$ cat src/sv/assert_macros.svh
// assertion macros shared by the heater link controller rtl
`ifndef ASSERT_MACROS_SVH
`define ASSERT_MACROS_SVH

`ifndef SYNTHESIS
// property must hold on every rising clock edge outside reset
`define HLC_ASSERT(lbl, prop) \
  lbl: assert property (@(posedge clk_i) disable iff (!rst_ni) (prop)) \
    else $error("hlc assertion failed");
// condition must never be true outside reset
`define HLC_NEVER(lbl, cond) \
  lbl: assert property (@(posedge clk_i) disable iff (!rst_ni) !(cond)) \
    else $error("hlc forbidden condition seen");
`else
`define HLC_ASSERT(lbl, prop)
`define HLC_NEVER(lbl, cond)
`endif

`endif

$ cat src/sv/hlc_pkg.sv
// shared types, constants and decode helpers of the heater link controller
package hlc_pkg;

  // frame store geometry
  localparam int MaxFrame = 64;
  localparam int AddrW    = $clog2(MaxFrame);

  // job queue depth between front and back
  localparam int QDepth = 4;
  localparam int QPtrW  = $clog2(QDepth);

  // frame bytes and limits
  localparam logic [7:0] SyncByte0     = 8'hAA;
  localparam logic [7:0] SyncByte1     = 8'h66;
  localparam logic [7:0] LenShort      = 8'h0B;
  localparam logic [7:0] LenLong       = 8'h33;
  localparam logic [7:0] MinShortCount = 8'd15;
  localparam logic [7:0] MinLongCount  = 8'd56;
  localparam logic [4:0] LenBytePos    = 5'd3;

  // heater states and command codes
  localparam logic [7:0] HeaterOff     = 8'h00;
  localparam logic [7:0] HeaterCooling = 8'h04;
  localparam logic [7:0] CmdHdrNew     = 8'h06;
  localparam logic [7:0] CmdHdrRun     = 8'h02;
  localparam logic [7:0] ModeStop      = 8'h05;
  localparam logic [7:0] ModeCool      = 8'h02;
  localparam logic [7:0] ModeStart     = 8'h06;
  localparam logic [7:0] ModeRun       = 8'h08;
  localparam logic [7:0] StopLevel     = 8'd10;
  localparam logic [3:0] CmdLastPos    = 4'd15;

  // divide by ten via reciprocal, exact for 8-bit values
  localparam logic [15:0] Recip10      = 16'd205;
  localparam int          Recip10Shift = 11;

  // field ids
  localparam logic [3:0] FidState      = 4'd0;
  localparam logic [3:0] FidLongLast   = 4'd12;
  localparam logic [3:0] FidShortFirst = 4'd13;
  localparam logic [3:0] FidShortLast  = 4'd14;

  // result kinds
  typedef enum logic [1:0] {
    KIND_TX     = 2'd0,
    KIND_REPORT = 2'd1,
    KIND_REJECT = 2'd2
  } hlc_kind_e;

  // configuration register indexes
  typedef enum logic [1:0] {
    CFG_ON_REQ  = 2'd0,
    CFG_LEVEL   = 2'd1,
    CFG_TIMEOUT = 2'd2,
    CFG_PERIOD  = 2'd3
  } hlc_cfg_e;

  // back end sequencer states
  typedef enum logic [3:0] {
    B_IDLE,
    B_CLS_RD,
    B_CLS_DEC,
    B_FLD_RD,
    B_FLD_DAT,
    B_FLD_EMIT,
    B_REJ_EMIT,
    B_CMD_PREP,
    B_CMD_EMIT
  } hlc_bstate_e;

  // work handed from front to back for one tick
  typedef struct packed {
    logic       do_frame;
    logic       do_send;
    logic [7:0] count;
  } hlc_job_t;

  // where a report field lives in a long or short frame
  typedef struct packed {
    logic [4:0] pos;
    logic       is16;
    logic       x10;
    logic       sext;
  } hlc_field_t;

  function automatic hlc_field_t hlc_field_info(input logic [3:0] fid);
    hlc_field_t f;
    f = '{pos: 5'd0, is16: 1'b0, x10: 1'b0, sext: 1'b0};
    unique case (fid)
      4'd0:    f.pos = 5'd5;
      4'd1:    begin f.pos = 5'd6; f.x10 = 1'b1; end
      4'd2:    f.pos = 5'd11;
      4'd3:    f.pos = 5'd13;
      4'd4:    f.pos = 5'd14;
      4'd5:    f.pos = 5'd15;
      4'd6:    begin f.pos = 5'd16; f.is16 = 1'b1; f.sext = 1'b1; end
      4'd7:    begin f.pos = 5'd20; f.is16 = 1'b1; end
      4'd8:    f.pos = 5'd23;
      4'd9:    f.pos = 5'd24;
      4'd10:   f.pos = 5'd25;
      4'd11:   f.pos = 5'd26;
      4'd12:   begin f.pos = 5'd28; f.is16 = 1'b1; end
      4'd13:   begin f.pos = 5'd8; f.x10 = 1'b1; end
      4'd14:   f.pos = 5'd9;
      default: f.pos = 5'd0;
    endcase
    return f;
  endfunction

  // one byte of the 16-byte command frame
  function automatic logic [7:0] hlc_cmd_byte(input logic [3:0] pos, input logic [7:0] hdr,
                                              input logic [7:0] lvl, input logic [7:0] mode);
    logic [7:0] b;
    b = 8'h00;
    unique case (pos)
      4'd0:    b = SyncByte0;
      4'd1:    b = SyncByte1;
      4'd2:    b = hdr;
      4'd3:    b = LenShort;
      4'd8:    b = lvl;
      4'd9:    b = mode;
      4'd15:   b = hdr + LenShort + lvl + mode;
      default: b = 8'h00;
    endcase
    return b;
  endfunction

endpackage

$ cat src/sv/hlc_ram.sv
// generic single write port ram with registered read
module hlc_ram #(
  parameter int Width = 8,
  parameter int Depth = 64
) (
  input  logic                     clk_i,
  input  logic                     we_i,
  input  logic [$clog2(Depth)-1:0] waddr_i,
  input  logic [Width-1:0]         wdata_i,
  input  logic                     re_i,
  input  logic [$clog2(Depth)-1:0] raddr_i,
  output logic [Width-1:0]         rdata_o
);

  logic [Width-1:0] mem_q [Depth];
  logic [Width-1:0] rdata_q;

  // write port
  always_ff @(posedge clk_i) begin
    if (we_i) begin
      mem_q[waddr_i] <= wdata_i;
    end
  end

  // read port, data holds while not enabled
  always_ff @(posedge clk_i) begin
    if (re_i) begin
      rdata_q <= mem_q[raddr_i];
    end
  end

  assign rdata_o = rdata_q;

endmodule

$ cat src/sv/hlc_fifo.sv
// short job queue between the front and back parts
module hlc_fifo (
  input  logic              clk_i,
  input  logic              rst_ni,
  input  logic              push_i,
  input  hlc_pkg::hlc_job_t job_i,
  input  logic              pop_i,
  output hlc_pkg::hlc_job_t job_o,
  output logic              full_o,
  output logic              empty_o
);
  import hlc_pkg::*;

  hlc_job_t         slot_q [QDepth];
  logic [QPtrW-1:0] wptr_q, wptr_d;
  logic [QPtrW-1:0] rptr_q, rptr_d;
  logic [QPtrW:0]   fill_q, fill_d;

  // pointer and fill bookkeeping
  always_comb begin
    wptr_d = push_i ? wptr_q + 1'b1 : wptr_q;
    rptr_d = pop_i ? rptr_q + 1'b1 : rptr_q;
    fill_d = fill_q + (QPtrW+1)'(push_i) - (QPtrW+1)'(pop_i);
  end

  always_ff @(posedge clk_i or negedge rst_ni) begin
    if (!rst_ni) begin
      wptr_q <= '0;
      rptr_q <= '0;
      fill_q <= '0;
    end else begin
      wptr_q <= wptr_d;
      rptr_q <= rptr_d;
      fill_q <= fill_d;
    end
  end

  // storage
  always_ff @(posedge clk_i) begin
    if (push_i) begin
      slot_q[wptr_q] <= job_i;
    end
  end

  assign job_o   = slot_q[rptr_q];
  assign full_o  = (fill_q == (QPtrW+1)'(QDepth));
  assign empty_o = (fill_q == '0);

endmodule

$ cat src/sv/hlc_front.sv
// front part: takes items, stores bytes, keeps the timers and queues tick jobs
module hlc_front (
  input  logic                     clk_i,
  input  logic                     rst_ni,
  input  logic                     in_valid_i,
  input  logic                     in_action_i,
  input  logic [7:0]               in_byte_i,
  output logic                     in_ready_o,
  input  logic [7:0]               idle_timeout_i,
  input  logic [15:0]              send_period_i,
  input  logic                     q_full_i,
  input  logic                     q_empty_i,
  input  logic                     back_busy_i,
  output logic                     q_push_o,
  output hlc_pkg::hlc_job_t        q_job_o,
  output logic                     ram_we_o,
  output logic [hlc_pkg::AddrW-1:0] ram_waddr_o,
  output logic [7:0]               ram_wdata_o
);
  import hlc_pkg::*;

  logic [7:0]  count_q, count_d;
  logic [7:0]  idle_q, idle_d;
  logic [15:0] send_q, send_d;
  logic        accept;
  logic        is_tick;
  logic        do_frame;
  logic        do_send;
  logic [16:0] send_next;

  // bytes wait until the job queue is empty and the back part is idle
  assign in_ready_o = in_action_i ? !q_full_i : (q_empty_i && !back_busy_i);
  assign accept     = in_valid_i && in_ready_o;
  assign is_tick    = in_action_i;

  // tick decisions
  assign do_frame  = (count_q != 8'd0) && (idle_q >= idle_timeout_i);
  assign send_next = {1'b0, send_q} + 17'd1;
  assign do_send   = send_next >= {1'b0, send_period_i};

  // timer and count updates
  always_comb begin
    count_d = count_q;
    idle_d  = idle_q;
    send_d  = send_q;
    if (accept && !is_tick) begin
      if (count_q != 8'hFF) begin
        count_d = count_q + 8'd1;
      end
      idle_d = 8'd0;
    end else if (accept && is_tick) begin
      if (do_frame) begin
        count_d = 8'd0;
      end
      if (idle_q != 8'hFF) begin
        idle_d = idle_q + 8'd1;
      end
      send_d = do_send ? 16'd0 : send_next[15:0];
    end
  end

  always_ff @(posedge clk_i or negedge rst_ni) begin
    if (!rst_ni) begin
      count_q <= 8'd0;
      idle_q  <= 8'd0;
      send_q  <= 16'd0;
    end else begin
      count_q <= count_d;
      idle_q  <= idle_d;
      send_q  <= send_d;
    end
  end

  // job hand-off
  assign q_push_o = accept && is_tick && (do_frame || do_send);
  assign q_job_o  = '{do_frame: do_frame, do_send: do_send, count: count_q};

  // frame store write
  assign ram_we_o    = accept && !is_tick && ({1'b0, count_q} < 9'(MaxFrame));
  assign ram_waddr_o = count_q[AddrW-1:0];
  assign ram_wdata_o = in_byte_i;

endmodule

$ cat src/sv/hlc_back.sv
// back part: decodes queued frames and sends command frames, taking a new job only when idle
module hlc_back (
  input  logic                      clk_i,
  input  logic                      rst_ni,
  input  logic                      q_empty_i,
  input  hlc_pkg::hlc_job_t         q_job_i,
  output logic                      q_pop_o,
  output logic                      ram_re_o,
  output logic [hlc_pkg::AddrW-1:0] ram_raddr_o,
  input  logic [7:0]                ram_rdata_i,
  input  logic                      on_req_i,
  input  logic [7:0]                level_i,
  output logic                      busy_o,
  output logic                      out_valid_o,
  input  logic                      out_ready_i,
  output hlc_pkg::hlc_kind_e        out_kind_o,
  output logic [3:0]                out_id_o,
  output logic signed [16:0]        out_value_o,
  output logic [7:0]                out_tx_o,
  output logic                      out_last_o
);
  import hlc_pkg::*;

  hlc_bstate_e state_q, state_d;
  hlc_job_t    job_q, job_d;
  logic [3:0]  fid_q, fid_d;
  logic [7:0]  hi_q, hi_d;
  logic [7:0]  heater_q, heater_d;
  logic [3:0]  pos_q, pos_d;
  logic [7:0]  hdr_q, hdr_d;
  logic [7:0]  lvl_q, lvl_d;
  logic [7:0]  mode_q, mode_d;

  logic               oval_q, oval_d;
  hlc_kind_e          okind_q, okind_d;
  logic [3:0]         oid_q, oid_d;
  logic signed [16:0] oval17_q, oval17_d;
  logic [7:0]         otx_q, otx_d;
  logic               olast_q, olast_d;

  hlc_field_t  finfo;
  logic        slot;
  logic        cmd_wanted;
  logic        send_emits;
  logic        is_short;
  logic        is_long;
  logic        fld_end;
  logic [15:0] lvl_prod;
  logic [7:0]  times10;
  logic [15:0] word;

  assign finfo      = hlc_field_info(fid_q);
  assign slot       = !oval_q || out_ready_i;
  assign cmd_wanted = on_req_i || (heater_q != HeaterOff);
  assign send_emits = job_q.do_send && cmd_wanted;
  assign is_short   = (job_q.count >= MinShortCount) && (ram_rdata_i == LenShort);
  assign is_long    = (job_q.count >= MinLongCount) && (ram_rdata_i == LenLong);
  assign fld_end    = (fid_q == FidLongLast) || (fid_q == FidShortLast);
  assign lvl_prod   = 16'(level_i) * Recip10;
  assign times10    = {ram_rdata_i[4:0], 3'b000} + {ram_rdata_i[6:0], 1'b0};
  assign word       = {hi_q, ram_rdata_i};

  // next state
  always_comb begin
    state_d = state_q;
    unique case (state_q)
      B_IDLE: begin
        if (!q_empty_i) begin
          state_d = q_job_i.do_frame ? B_CLS_RD : B_CMD_PREP;
        end
      end
      B_CLS_RD:  state_d = B_CLS_DEC;
      B_CLS_DEC: state_d = (is_short || is_long) ? B_FLD_RD : B_REJ_EMIT;
      B_FLD_RD:  state_d = B_FLD_DAT;
      B_FLD_DAT: state_d = B_FLD_EMIT;
      B_FLD_EMIT: begin
        if (slot) begin
          if (fld_end) begin
            state_d = job_q.do_send ? B_CMD_PREP : B_IDLE;
          end else begin
            state_d = B_FLD_RD;
          end
        end
      end
      B_REJ_EMIT: begin
        if (slot) begin
          state_d = job_q.do_send ? B_CMD_PREP : B_IDLE;
        end
      end
      B_CMD_PREP: state_d = cmd_wanted ? B_CMD_EMIT : B_IDLE;
      B_CMD_EMIT: begin
        if (slot && (pos_q == CmdLastPos)) begin
          state_d = B_IDLE;
        end
      end
      default: state_d = B_IDLE;
    endcase
  end

  // datapath and result register control
  always_comb begin
    q_pop_o     = 1'b0;
    ram_re_o    = 1'b0;
    ram_raddr_o = AddrW'(finfo.pos);
    job_d       = job_q;
    fid_d       = fid_q;
    hi_d        = hi_q;
    heater_d    = heater_q;
    pos_d       = pos_q;
    hdr_d       = hdr_q;
    lvl_d       = lvl_q;
    mode_d      = mode_q;
    oval_d      = oval_q && !out_ready_i;
    okind_d     = okind_q;
    oid_d       = oid_q;
    oval17_d    = oval17_q;
    otx_d       = otx_q;
    olast_d     = olast_q;
    unique case (state_q)
      B_IDLE: begin
        if (!q_empty_i) begin
          q_pop_o = 1'b1;
          job_d   = q_job_i;
        end
      end
      B_CLS_RD: begin
        ram_re_o    = 1'b1;
        ram_raddr_o = AddrW'(LenBytePos);
      end
      B_CLS_DEC: begin
        fid_d = is_short ? FidShortFirst : FidState;
      end
      B_FLD_RD: begin
        ram_re_o = 1'b1;
      end
      B_FLD_DAT: begin
        hi_d = ram_rdata_i;
        if (finfo.is16) begin
          ram_re_o    = 1'b1;
          ram_raddr_o = AddrW'(finfo.pos + 5'd1);
        end
      end
      B_FLD_EMIT: begin
        if (slot) begin
          oval_d  = 1'b1;
          okind_d = KIND_REPORT;
          oid_d   = fid_q;
          otx_d   = 8'h00;
          olast_d = fld_end && !send_emits;
          if (finfo.is16) begin
            oval17_d = {finfo.sext & word[15], word};
          end else if (finfo.x10) begin
            oval17_d = {9'd0, times10};
          end else begin
            oval17_d = {9'd0, ram_rdata_i};
          end
          if (fid_q == FidState) begin
            heater_d = ram_rdata_i;
          end
          fid_d = fid_q + 4'd1;
        end
      end
      B_REJ_EMIT: begin
        if (slot) begin
          oval_d   = 1'b1;
          okind_d  = KIND_REJECT;
          oid_d    = 4'd0;
          oval17_d = '0;
          otx_d    = 8'h00;
          olast_d  = !send_emits;
        end
      end
      B_CMD_PREP: begin
        pos_d = 4'd0;
        if (!on_req_i) begin
          lvl_d = StopLevel;
          if (heater_q != HeaterCooling) begin
            hdr_d  = CmdHdrNew;
            mode_d = ModeStop;
          end else begin
            hdr_d  = CmdHdrRun;
            mode_d = ModeCool;
          end
        end else begin
          lvl_d = 8'(lvl_prod[15:Recip10Shift]);
          if (heater_q == HeaterOff) begin
            hdr_d  = CmdHdrNew;
            mode_d = ModeStart;
          end else begin
            hdr_d  = CmdHdrRun;
            mode_d = ModeRun;
          end
        end
      end
      B_CMD_EMIT: begin
        if (slot) begin
          oval_d   = 1'b1;
          okind_d  = KIND_TX;
          oid_d    = 4'd0;
          oval17_d = '0;
          otx_d    = hlc_cmd_byte(pos_q, hdr_q, lvl_q, mode_q);
          olast_d  = (pos_q == CmdLastPos);
          pos_d    = pos_q + 4'd1;
        end
      end
      default: begin
        q_pop_o = 1'b0;
      end
    endcase
  end

  // control registers
  always_ff @(posedge clk_i or negedge rst_ni) begin
    if (!rst_ni) begin
      state_q  <= B_IDLE;
      heater_q <= HeaterOff;
      oval_q   <= 1'b0;
    end else begin
      state_q  <= state_d;
      heater_q <= heater_d;
      oval_q   <= oval_d;
    end
  end

  // payload registers
  always_ff @(posedge clk_i) begin
    job_q    <= job_d;
    fid_q    <= fid_d;
    hi_q     <= hi_d;
    pos_q    <= pos_d;
    hdr_q    <= hdr_d;
    lvl_q    <= lvl_d;
    mode_q   <= mode_d;
    okind_q  <= okind_d;
    oid_q    <= oid_d;
    oval17_q <= oval17_d;
    otx_q    <= otx_d;
    olast_q  <= olast_d;
  end

  assign busy_o      = (state_q != B_IDLE);
  assign out_valid_o = oval_q;
  assign out_kind_o  = okind_q;
  assign out_id_o    = oid_q;
  assign out_value_o = oval17_q;
  assign out_tx_o    = otx_q;
  assign out_last_o  = olast_q;

endmodule

$ cat src/sv/heater_link_controller_top.sv
// top level of the heater link controller
// a received byte is taken only while the job queue is empty and the back end idle; no result follows it
// a tick that closes a frame or is due to send is queued as a job; the back end takes it when idle
// each frame report reads its field from the frame store, a second byte for 16-bit fields, then emits
// command bytes are emitted one after another as the result side takes them
// asynchronous active-low reset clears counters, timers, heater state; no store clearing pass
module heater_link_controller_top (
  input  logic        clk_i,
  input  logic        rst_ni,
  // input items
  input  logic        s_axis_tvalid,
  output logic        s_axis_tready,
  input  logic [7:0]  s_axis_tdata,  // [7:0] rx_byte
  input  logic        s_axis_tuser,  // [0] action
  // result items
  output logic        m_axis_tvalid,
  input  logic        m_axis_tready,
  output logic [31:0] m_axis_tdata,  // [3:0] field_id, [20:4] field_value, [28:21] tx_byte
  output logic [1:0]  m_axis_tuser,  // [1:0] out_kind
  output logic        m_axis_tlast,  // last
  // configuration writes
  input  logic        cfg_valid_i,
  output logic        cfg_ready_o,
  input  logic [1:0]  cfg_index_i,
  input  logic [15:0] cfg_data_i
);
  import hlc_pkg::*;
  `include "assert_macros.svh"

  logic        on_req_q;
  logic [7:0]  level_q;
  logic [7:0]  timeout_q;
  logic [15:0] period_q;

  hlc_job_t           push_job;
  hlc_job_t           head_job;
  logic               q_push;
  logic               q_pop;
  logic               q_full;
  logic               q_empty;
  logic               back_busy;
  logic               ram_we;
  logic [AddrW-1:0]   ram_waddr;
  logic [7:0]         ram_wdata;
  logic               ram_re;
  logic [AddrW-1:0]   ram_raddr;
  logic [7:0]         ram_rdata;
  hlc_kind_e          out_kind;
  logic [3:0]         out_id;
  logic signed [16:0] out_value;
  logic [7:0]         out_tx;

  // configuration registers
  assign cfg_ready_o = 1'b1;

  always_ff @(posedge clk_i or negedge rst_ni) begin
    if (!rst_ni) begin
      on_req_q  <= 1'b0;
      level_q   <= 8'd100;
      timeout_q <= 8'd10;
      period_q  <= 16'd1000;
    end else if (cfg_valid_i) begin
      unique case (hlc_cfg_e'(cfg_index_i))
        CFG_ON_REQ:  on_req_q  <= cfg_data_i[0];
        CFG_LEVEL:   level_q   <= cfg_data_i[7:0];
        CFG_TIMEOUT: timeout_q <= cfg_data_i[7:0];
        CFG_PERIOD:  period_q  <= cfg_data_i;
        default:     on_req_q  <= on_req_q;
      endcase
    end
  end

  // front part
  hlc_front u_front (
    .clk_i          (clk_i),
    .rst_ni         (rst_ni),
    .in_valid_i     (s_axis_tvalid),
    .in_action_i    (s_axis_tuser),
    .in_byte_i      (s_axis_tdata),
    .in_ready_o     (s_axis_tready),
    .idle_timeout_i (timeout_q),
    .send_period_i  (period_q),
    .q_full_i       (q_full),
    .q_empty_i      (q_empty),
    .back_busy_i    (back_busy),
    .q_push_o       (q_push),
    .q_job_o        (push_job),
    .ram_we_o       (ram_we),
    .ram_waddr_o    (ram_waddr),
    .ram_wdata_o    (ram_wdata)
  );

  // job queue
  hlc_fifo u_fifo (
    .clk_i   (clk_i),
    .rst_ni  (rst_ni),
    .push_i  (q_push),
    .job_i   (push_job),
    .pop_i   (q_pop),
    .job_o   (head_job),
    .full_o  (q_full),
    .empty_o (q_empty)
  );

  // frame store
  hlc_ram #(
    .Width (8),
    .Depth (MaxFrame)
  ) u_store (
    .clk_i   (clk_i),
    .we_i    (ram_we),
    .waddr_i (ram_waddr),
    .wdata_i (ram_wdata),
    .re_i    (ram_re),
    .raddr_i (ram_raddr),
    .rdata_o (ram_rdata)
  );

  // back part
  hlc_back u_back (
    .clk_i       (clk_i),
    .rst_ni      (rst_ni),
    .q_empty_i   (q_empty),
    .q_job_i     (head_job),
    .q_pop_o     (q_pop),
    .ram_re_o    (ram_re),
    .ram_raddr_o (ram_raddr),
    .ram_rdata_i (ram_rdata),
    .on_req_i    (on_req_q),
    .level_i     (level_q),
    .busy_o      (back_busy),
    .out_valid_o (m_axis_tvalid),
    .out_ready_i (m_axis_tready),
    .out_kind_o  (out_kind),
    .out_id_o    (out_id),
    .out_value_o (out_value),
    .out_tx_o    (out_tx),
    .out_last_o  (m_axis_tlast)
  );

  // result packing
  assign m_axis_tdata = {3'b000, out_tx, out_value, out_id};
  assign m_axis_tuser = out_kind;

  // checks
  `HLC_NEVER(a_store_write_while_decoding, ram_we && back_busy)
  `HLC_NEVER(a_queue_overflow, q_push && q_full)
  `HLC_NEVER(a_queue_underflow, q_pop && q_empty)
  `HLC_ASSERT(a_pop_starts_work, q_pop |=> back_busy)

endmodule

$ cat config.mk
export PLATFORM = sky130hd
export DESIGN_NAME = heater_link_controller_top
export DESIGN_NICKNAME = d
export VERILOG_FILES = /design/src/sv/hlc_pkg.sv /design/src/sv/hlc_ram.sv /design/src/sv/hlc_fifo.sv /design/src/sv/hlc_front.sv /design/src/sv/hlc_back.sv /design/src/sv/heater_link_controller_top.sv
export VERILOG_INCLUDE_DIRS = /design/src /design/src/sv
export SDC_FILE = /design/constraint.sdc
export NUM_CORES = 1
export LEC_CHECK = 0
export ABC_CLOCK_PERIOD_IN_PS = 10700
export BUFFER_PORTS_ARGS = -buffer_cell sky130_fd_sc_hd__buf_2
export CAP_MARGIN = 20
export CORE_MARGIN = 2
export CORE_UTILIZATION = 50
export DETAILED_ROUTE_END_ITERATION = 8
export PLACE_DENSITY = 0.73
export SKIP_CTS_REPAIR_TIMING = 1
export SYNTH_ARGS = -nofsm -noshare
export SYNTH_HDL_FRONTEND = slang
export SYNTH_SLANG_ARGS = --single-unit
$ cat constraint.sdc
create_clock -name clk_i -period 10.7 [get_ports clk_i]
set_input_delay 2.14 -clock clk_i [delete_from_list [all_inputs] [get_ports clk_i]]
set_output_delay 2.14 -clock clk_i [all_outputs]
set_load 0.02 [all_outputs]
==> impl_metrics.py <==
metrics = {
    "grt": {
        "grt_pass1_wl_mm": 92.1,
        "antenna_found_initial": 0,
        "grt_max_degree": 90,
        "grt_pass1_vias": 16400,
        "grtUsageTotal_pct": 22.0,
        "gr-total-overflow": 0,
    },
    "clocking": {
        "clock_latency_ps": 650,
        "cts_tree": "built",
        "numCtsBuffers": 57,
        "cts-root-buf": "clkbuf_16",
        "clkTransAtPathRegs_ps": 60,
        "cts.sinks": 583,
        "htreeDepth": 2,
        "clock_path_buffers": 3,
    },
    "sta": {
        "rsz0062_at_grt": "no",
        "setup_slack_ps": 5450,
        "hold_viol_final": 0,
        "slew_headroom_pct": 23.2,
        "setup_viol": 0,
        "fin_skew_ps": 61.2,
        "max_freq_mhz": 190,
        "setup_tns_ps": 0,
        "period_needed_ps": 5250,
        "worst_pin_slew_ps": 1150,
        "maxSlewViolCount": 0,
        "post-route-period-util_pct": 49.1,
    },
    "setup_path": {
        "cp-start-kind": "flop",
        "r2r_slack_ps": 5450,
        "path_max_fanout": 89,
        "critPathArrivalTime_ps": 5670,
        "critPathKind": "flop to flop",
        "r2r_end": "u_store.rdata_o[7]",
        "end_kind": "flop",
        "crit_required_ps": 11120,
        "r2r_cells": 12,
        "rr_startpoint": "u_back.fid_q[0]",
    },
    "synthesis": {
        "syn_area_um2": 26500,
        "synthFlopType": "edfxtp_1",
        "synth_edf_count": 498,
        "async_flop_share_pct": 14.6,
        "synth-seq-cells": 583,
        "synth_area_per_cell_um2": 13.2,
        "ys_seq_area_share_pct": 64.6,
        "syn_inst": 2001,
        "yosysUniqueCellTypes": 72,
        "yosysWarnings": 0,
    },
    "power_and_ir_drop": {
        "ir_drop_mv": 0.211,
        "power_density_nw_per_um2": 298,
        "power.leakage_nw": 11.0,
    },
    "drt": {
        "drt-initial-drc-count": 1694,
        "drc": 0,
        "detail_route.wl_per_cell_um": 21.5,
        "viasPerCell": 6.03,
        "num_vias": 16700,
        "dr.pass1.iters": 5,
        "drt_wl_total_mm": 59.4,
        "detail-route-antenna-nets": 0,
    },
    "min_path": {
        "holdPathEnd": "u_back.heater_q[3]",
        "hold_path.startpoint": "u_back.heater_q[3]",
        "hp-class": "flop to flop",
        "min_path_cells": 2,
    },
    "job": {
        "maxCapViolCount": 0,
    },
    "final_layout": {
        "fin_nets": 2174,
        "drive_gt1_share_pct": 12.1,
        "final_common_cell": "edfxtp_1",
        "diodes": 0,
        "mostFrequentLayoutCells": "edfxtp_1 (498), nand2_1 (168), and3_1 (150)",
        "area_growth_pct": 10.8,
        "nFillCells": 4069,
    },
    "place": {
        "place_hpwl_mm": 37.0,
        "pre_cts_slack_ps": 5590,
        "place_congestion": 0.889,
        "port_buffers": 65,
    },
    "floorplanning": {
        "io_pins": 70,
        "core-area_um2": 52400,
        "floorplan.die.height_um": 234,
        "die_w_um": 234,
        "initial_core_util_pct": 50.5,
        "rows": 84,
        "die_area_um2": 54800,
    },
    "outcome": {
        "status": "complete, no violations",
    },
}
[how the worst max path moves through the flow]
stage,from,to,slack (ps),cells after the start
finish,u_back.fid_q[0],u_store.rdata_o[7],5450,12
global route,u_back.fid_q[0],u_store.rdata_o[7],5070,12
CTS,u_back.fid_q[0],u_store.rdata_o[3],5580,12
detailed placement,u_back.fid_q[0],u_store.rdata_o[3],5590,12
global placement,u_back.state_q[1],u_store.rdata_o[7],5790,11
floorplan,s_axis_tuser,s_axis_tready,5980,2
[metrics by stage]
step | hold slack, ps | cells | utilization [%] | instance area (µm²) | power, W
3_3_place_gp | 470 | 2656 | 52.0 | 27300 | 0.00647
5_1_grt | 526 | 2766 | 55.9 | 29300 | 0.00925
3_5_place_dp | 474 | 2657 | 52.0 | 27300 | 0.00658
2_1_floorplan | 451 | 2003 | - | 26500 | 0.00561
4_1_cts | 488 | 2765 | 55.9 | 29300 | 0.00873
6_report | 487 | 2766 | 55.9 | 29300 | 0.00875
[cells by family after synthesis]
family	share of synthesized area, %
other cells	0.0284
mux	3.69
buf+inv	3.56
simple gates	11.1
flops	64.6
xor+xnor	1.62
compound gates	9.64
fa+ha+maj	5.74
[worst max-delay path, cell delays in order, from the launching register on]
cell and delay (ps):
edfxtp_1 500, inv_1 160, ha_1 340, inv_1 140, a221oi_4 460, xor2_4 110, buf_4 300, nand2_4 800
buf_4 850, a211oi_1 200, o41ai_1 600, nand2_1 100, a2111oi_1 430
[power breakdown]
part / internal [W] / switching [W]
clock network: 0.00128 / 0.000862
logic: 0.00125 / 0.00235
registers: 0.00278 / 0.000227
total: 0.00530 / 0.00344
[synth_stat cells (12+ instances only)]
cell      count  area share (%)
edfxtp_1    498              57
nand2_1     169             2.4
and3_1      150             3.5
a211oi_1    132             3.7
nor2_1      125             1.8
inv_1       102             1.4
ha_1         99             4.7
a21oi_1      78             1.5
dfrtp_1      74             7.0
clkbuf_1     53            0.75
mux2_2       41             1.7
buf_2        39            0.74
o21ai_0      38            0.72
a31oi_1      29            0.69
mux2i_1      29             1.1
nand3_1      29            0.55
xnor2_1      24            0.79
xor2_1       23            0.76
nor4_1       21            0.50
a22oi_1      19            0.54
o41ai_1      18            0.60
buf_4        14            0.40
fa_1         14             1.1
nand2b_1     13            0.31
and2_1       12            0.28
nor3_1       12            0.23
[flip-flops by register name, indices dropped and copies added (netlist names), 8 cells and up]
register            cells
u_store.rdata_o         8
u_back.out_value_o     17
u_front.idle_q          8
timeout_q               8
u_front.send_q         16
u_back.hi_q             8
u_back.out_tx_o         8
u_store.mem_q         384
u_back.job_q            9
u_back.heater_q         8
level_q                 8
u_fifo.slot_q          40
u_front.count_q         8
period_q               16
[per-layer routing]
layer | GRT usage (%) | vias to the layer above | part of all wire, % | wire length [µm]
met4 | 7.77 | 0 | 3.2 | 1930
met1 | 29.1 | 8221 | 40 | 23600
met3 | 4.09 | 138 | 8.5 | 5050
li1 | - | 7573 | - | -
met2 | 36.3 | 758 | 49 | 28800
met5 | 0 | - | 0 | 0
[final cells by class]
type	instances	area, µm²	share of cell area (%)
Clock buffer	75	1570	5.35
Clock inverter	33	464	1.58
Inverter	103	388	1.32
Multi-Input combinational cell	1202	8480	28.9
Sequential cell	583	17100	58.3
Tap cell	688	861	2.94
Timing Repair Buffer	82	457	1.56
(Power assumes the default switching activity.)
